## src/rtl/ket_pkg.sv

```systemverilog
// Shared types and constants for the keyed entry table.
// Used by ket_ctrl, ket_dp and keyed_entry_table_unit; no dependencies.
`timescale 1ns / 1ps

package ket_pkg;

	localparam int ENTRIES   = 64;
	localparam int IDX_W     = (ENTRIES > 1) ? $clog2(ENTRIES) : 1;
	localparam int CNT_W     = $clog2(ENTRIES + 1);
	localparam int OUT_CNT_W = 7;

	typedef enum logic [1:0] {
		CMD_ADD    = 2'd0,
		CMD_REMOVE = 2'd1,
		CMD_LOOKUP = 2'd2,
		CMD_NOP    = 2'd3
	} cmd_t;

	typedef struct packed {
		logic [7:0]  group_id;
		logic [15:0] number;
		logic [15:0] size;
		logic [31:0] hash;
		logic [15:0] note;
	} entry_t;

	// controller -> datapath
	typedef struct packed {
		logic load;       // capture the incoming transaction, clear flags
		logic idx_clr;    // start a scan at entry 0
		logic idx_inc;    // advance the scan
		logic do_add;     // append the captured entry
		logic mark_full;  // add dropped
		logic do_remove;  // move last entry into the hole, shrink count
		logic do_hit;     // record lookup hit
		logic out_load;   // publish the result
	} dp_cmd_t;

	// datapath -> controller
	typedef struct packed {
		cmd_t cmd;
		logic full;
		logic empty;
		logic at_last;
		logic key_hit;
		logic grp_hit;
		logic out_busy;
	} dp_stat_t;

endpackage

```

## src/rtl/ket_ctrl.sv

```systemverilog
// Command sequencer for the keyed entry table.
// Depends on ket_pkg; drives ket_dp through dp_cmd_t and watches dp_stat_t.
`timescale 1ns / 1ps

module ket_ctrl (
	input  logic              clk,
	input  logic              arst_n,
	input  logic              in_valid,
	output logic              in_ready,
	input  ket_pkg::dp_stat_t stat,
	output ket_pkg::dp_cmd_t  dcmd
);
	import ket_pkg::*;

	typedef enum logic [4:0] {
		ST_IDLE   = 5'b00001,
		ST_START  = 5'b00010,
		ST_SCAN   = 5'b00100,
		ST_SETTLE = 5'b01000,
		ST_DONE   = 5'b10000
	} state_t;

	state_t state_q, state_d;

	assign in_ready = (state_q == ST_IDLE);

	always_comb begin
		state_d = state_q;
		dcmd    = '0;
		unique case (state_q)
			ST_IDLE: begin
				if (in_valid) begin
					dcmd.load = 1'b1;
					state_d   = ST_START;
				end
			end
			ST_START: begin
				unique case (stat.cmd)
					CMD_ADD: begin
						if (stat.full) dcmd.mark_full = 1'b1;
						else dcmd.do_add = 1'b1;
						state_d = ST_DONE;
					end
					CMD_REMOVE, CMD_LOOKUP: begin
						if (stat.empty) begin
							state_d = ST_DONE;
						end else begin
							dcmd.idx_clr = 1'b1;
							state_d      = ST_SCAN;
						end
					end
					default: state_d = ST_DONE;
				endcase
			end
			ST_SCAN: begin
				if (stat.cmd == CMD_LOOKUP) begin
					if (stat.key_hit) begin
						dcmd.do_hit = 1'b1;
						state_d     = ST_DONE;
					end else if (stat.at_last) begin
						state_d = ST_DONE;
					end else begin
						dcmd.idx_inc = 1'b1;
					end
				end else begin
					if (stat.grp_hit) begin
						dcmd.do_remove = 1'b1;
						// recheck the moved-in entry unless the hole was the tail
						state_d = stat.at_last ? ST_DONE : ST_SETTLE;
					end else if (stat.at_last) begin
						state_d = ST_DONE;
					end else begin
						dcmd.idx_inc = 1'b1;
					end
				end
			end
			ST_SETTLE: state_d = ST_SCAN;
			ST_DONE: begin
				if (!stat.out_busy) begin
					dcmd.out_load = 1'b1;
					state_d       = ST_IDLE;
				end
			end
			default: state_d = ST_IDLE;
		endcase
	end

	always_ff @(posedge clk or negedge arst_n) begin
		if (!arst_n) state_q <= ST_IDLE;
		else state_q <= state_d;
	end

endmodule

```

## config.mk

```make
export PLATFORM = sky130hd
export DESIGN_NAME = ket_ctrl
export DESIGN_NICKNAME = d
export VERILOG_FILES = /design/src/rtl/ket_pkg.sv /design/src/rtl/ket_ctrl.sv
export SDC_FILE = /design/constraint.sdc
export NUM_CORES = 1
export LEC_CHECK = 0
export BUFFER_PORTS_ARGS = -buffer_cell sky130_fd_sc_hd__buf_2
export CAP_MARGIN = 20
export CORE_AREA = 5 5 42 44
export CTS_BUF_LIST = sky130_fd_sc_hd__clkbuf_16
export DETAILED_ROUTE_END_ITERATION = 7
export DIE_AREA = 0 0 47 49
export SETUP_SLACK_MARGIN = 0.02
export SYNTH_ARGS = -nofsm -noshare
export SYNTH_HDL_FRONTEND = slang
export SYNTH_SLANG_ARGS = --single-unit
```

## constraint.sdc

```tcl
create_clock -name clk -period 2.9 [get_ports clk]
set_input_delay 0.145 -clock clk [delete_from_list [all_inputs] [get_ports clk]]
set_output_delay 0.145 -clock clk [all_outputs]
set_load 0.005 [all_outputs]
```

==> impl_results.md <==
- Final worst path period need: about 1.9 ns
- Reg clk slew, reported paths: 0.03 ns
- Row count: 14
- Final Cycle Share: 0.659
- RSZ-0062 raised after global routing: no
- ANT cells: 0
- CP endpoint: dcmd[4]
- First-pass GRT wire length: 1880 microns
- Largest Register: state_q
- Fin. Hold Viols: 0
- Residual DRC: 0
- CP startpoint: state_q[3]$_DFFE_PN0P_
- Root Driver: clkbuf_16
- Reg2Reg Depth: 3
- TritonCTS Buffers: 3
- Critical Path End Type: primary output
- H-Tree Level Count: 1
- Regs by FF count: state_q: 5 flops
- Synth-to-Final Area Change: 48.2%
- Fill count: 149
- Hold WC Path Type: primary input to flip-flop
- Commonest cells after routing, fill and taps aside: 19 x buf_2, 5 x inv_1, 4 x dfrtp_1
- Grt ovf: 0
- CP arrival: 1.77 ns
- Setup violations, final: 0
- Syn avg cell area: 9.40 sq um
- GR Util All Layers: 0.117
- Critical Path Start Type: flip-flop
- Sink Count: 5
- Die ar.: around 0.0023 sq mm
- Cells after Synth: 45
- Routed WL per cell: between 10 and 15 microns
- Cell Area, Synth: around 420 sq um
- Post-synthesis net count: 58
- Post-DR vias/cell: 5.09
- Max Cap Viol: 0
- Critical path class: flip-flop to primary output
- Port Buffers: 19
- Pwr Density: around 740 mW/mm^2
- I/O pin count: 20
- Worst Path Max Fanout: 7
- Clk buf depth: 2
- Least-Margin Pin Slew: 0.401 ns
- CTS Hold Bufs: 1
- # resized after CTS: 0
- Slew margin rel.: 0.732
- Largest net degree at the start of global routing: 8
- Status: completed
- Reg2Reg Capture Point: state_q[2]$_DFFE_PN0P_
- Max reg flops: 5
- Library cells used by synthesis: 28
- YS warnings: 0
- #FFs+latches synth: 5
- Worst-Skew Late Latency: 0.23 ns
- Vias in the first global route: 431
- Worst R2R Setup Slack: approximately 1.4 ns
- First-pass DRT Iterations: 4
- Routed WL: between 1000 and 1500 microns
- Max-slew violations: 0
- Total number of vias: about 430
- ANT nets after route: 0
- Post-placement cell area: ~540 sq um
- Setup TNS: 0 ns
- Initial Util: 0.302
- P_leak: 0.000328 uW
- Core ar.: 0.00140 sq mm
- Final #Nets: between 80 and 90
- Clk_skew: 0.000627 ns
- Design area: 627 sq um
- Critical R2R Launch: state_q[3]$_DFFE_PN0P_
- Initial DRC count: 5
- Leading cell type in the layout, fill and taps excluded: buf_2
- Die Height: between 40 and 50 microns
- Layout cells sized above 1: 0.420
- CTS tree: yes
- Post-CTS Setup Bufs: 0
- Register area share after synthesis: 0.299
- CP Data Required Time: around 2.8 ns
- Peak supply drop: 0.000287 V
- Die width: approximately 47 microns
- Max Clk Rate: ~520 MHz
- GPL Wtd Cong: between 0.7 and 0.8
- Initial antenna violation count: 0
synth_stat cells, drive strengths merged:
cell	instances	area, sq um
nand2	1	3.75
dfrtp	4	100
xnor2	1	8.76
inv	4	15.0
and3	2	12.5
nor3b	4	40.0
a21oi	1	5.00
nor4b	1	8.76
o21ba	1	10.0
o221ai	1	15.0
o21ai	1	5.00
a2111oi	1	8.76
and2	3	18.8
dfstp	1	26.3
nand2b	3	18.8
nor2	3	11.3
or3	2	17.5
nand4	1	6.26
a221oi	1	8.76
or3b	1	11.3
ha	2	25.0
a21o	2	15.0
nor3	1	5.00
or4bb	1	11.3
nand3	1	5.00
a221o	1	10.0
cells by family after synthesis:
| family | share of synthesized area |
|---|---|
| fa+ha+maj | 0.0592 |
| buf+inv | 0.0355 |
| xor+xnor | 0.0207 |
| simple gates | 0.402 |
| compound gates | 0.183 |
| flops | 0.299 |
per-layer routing:
layer | global-route usage | wire, microns | up-vias | share of wire
li1 | - | - | 214 | -
met1 | 0.146 | 449 | 196 | 0.43
met2 | 0.152 | 489 | 19 | 0.46
met3 | 0.0443 | 77 | 4 | 0.073
met4 | 0.0968 | 37 | 0 | 0.035
met5 | 0 | 0 | - | 0
per-stage QoR:
stage                     std cells  worst slack, ns  utilization  hold slack [ns]  power [uW]
after floorplan                  45             1.39            -           -0.151         197
after global placement           80             1.25        0.384          -0.0346         243
after detailed placement         80             1.23        0.384          -0.0329         243
after CTS                        85            0.980        0.447            0.123         473
after global routing             85            0.919        0.447            0.144         499
final                            85            0.990        0.447            0.127         464
power by group:
group | switching [uW] | leakage, uW | total, uW | internal [uW]
logic | 60.7 | 0.000221 | 129 | 67.8
clock network | 43.4 | 0.0000423 | 222 | 178
registers | 22.7 | 0.0000651 | 113 | 90.6
how the worst min path moves through the flow:
stage              from                      to  cells past startpoint  slack, ns
4_1_cts        in_valid  state_q[0]$_DFFE_PN1P_                      2       0.12
6_report       in_valid  state_q[0]$_DFFE_PN1P_                      2       0.13
3_3_place_gp     arst_n  state_q[2]$_DFFE_PN0P_                      1      -0.03
5_1_grt        in_valid  state_q[0]$_DFFE_PN1P_                      2       0.14
3_5_place_dp     arst_n  state_q[4]$_DFFE_PN0P_                      1      -0.03
2_1_floorplan    arst_n  state_q[1]$_DFFE_PN0P_                      0      -0.15
cell type report:
| type | instances | area (sq um) | share of cell area |
|---|---|---|---|
| clock inverters | 1 | 3.75 | 0.00599 |
| flip-flops and latches | 5 | 126 | 0.202 |
| repair buffers | 20 | 105 | 0.168 |
| multi-input cells | 36 | 282 | 0.449 |
| well taps | 16 | 20.0 | 0.0319 |
| clock buffers | 3 | 75.1 | 0.120 |
| inverters | 4 | 15.0 | 0.0240 |
critical path: stages (launching register included):
cell and delay, ns:
dfrtp_1 0.44, or3_4 0.41, or3b_4 0.40, nor3b_2 0.16, buf_2 0.13
Power figures use the tool's default switching activity.
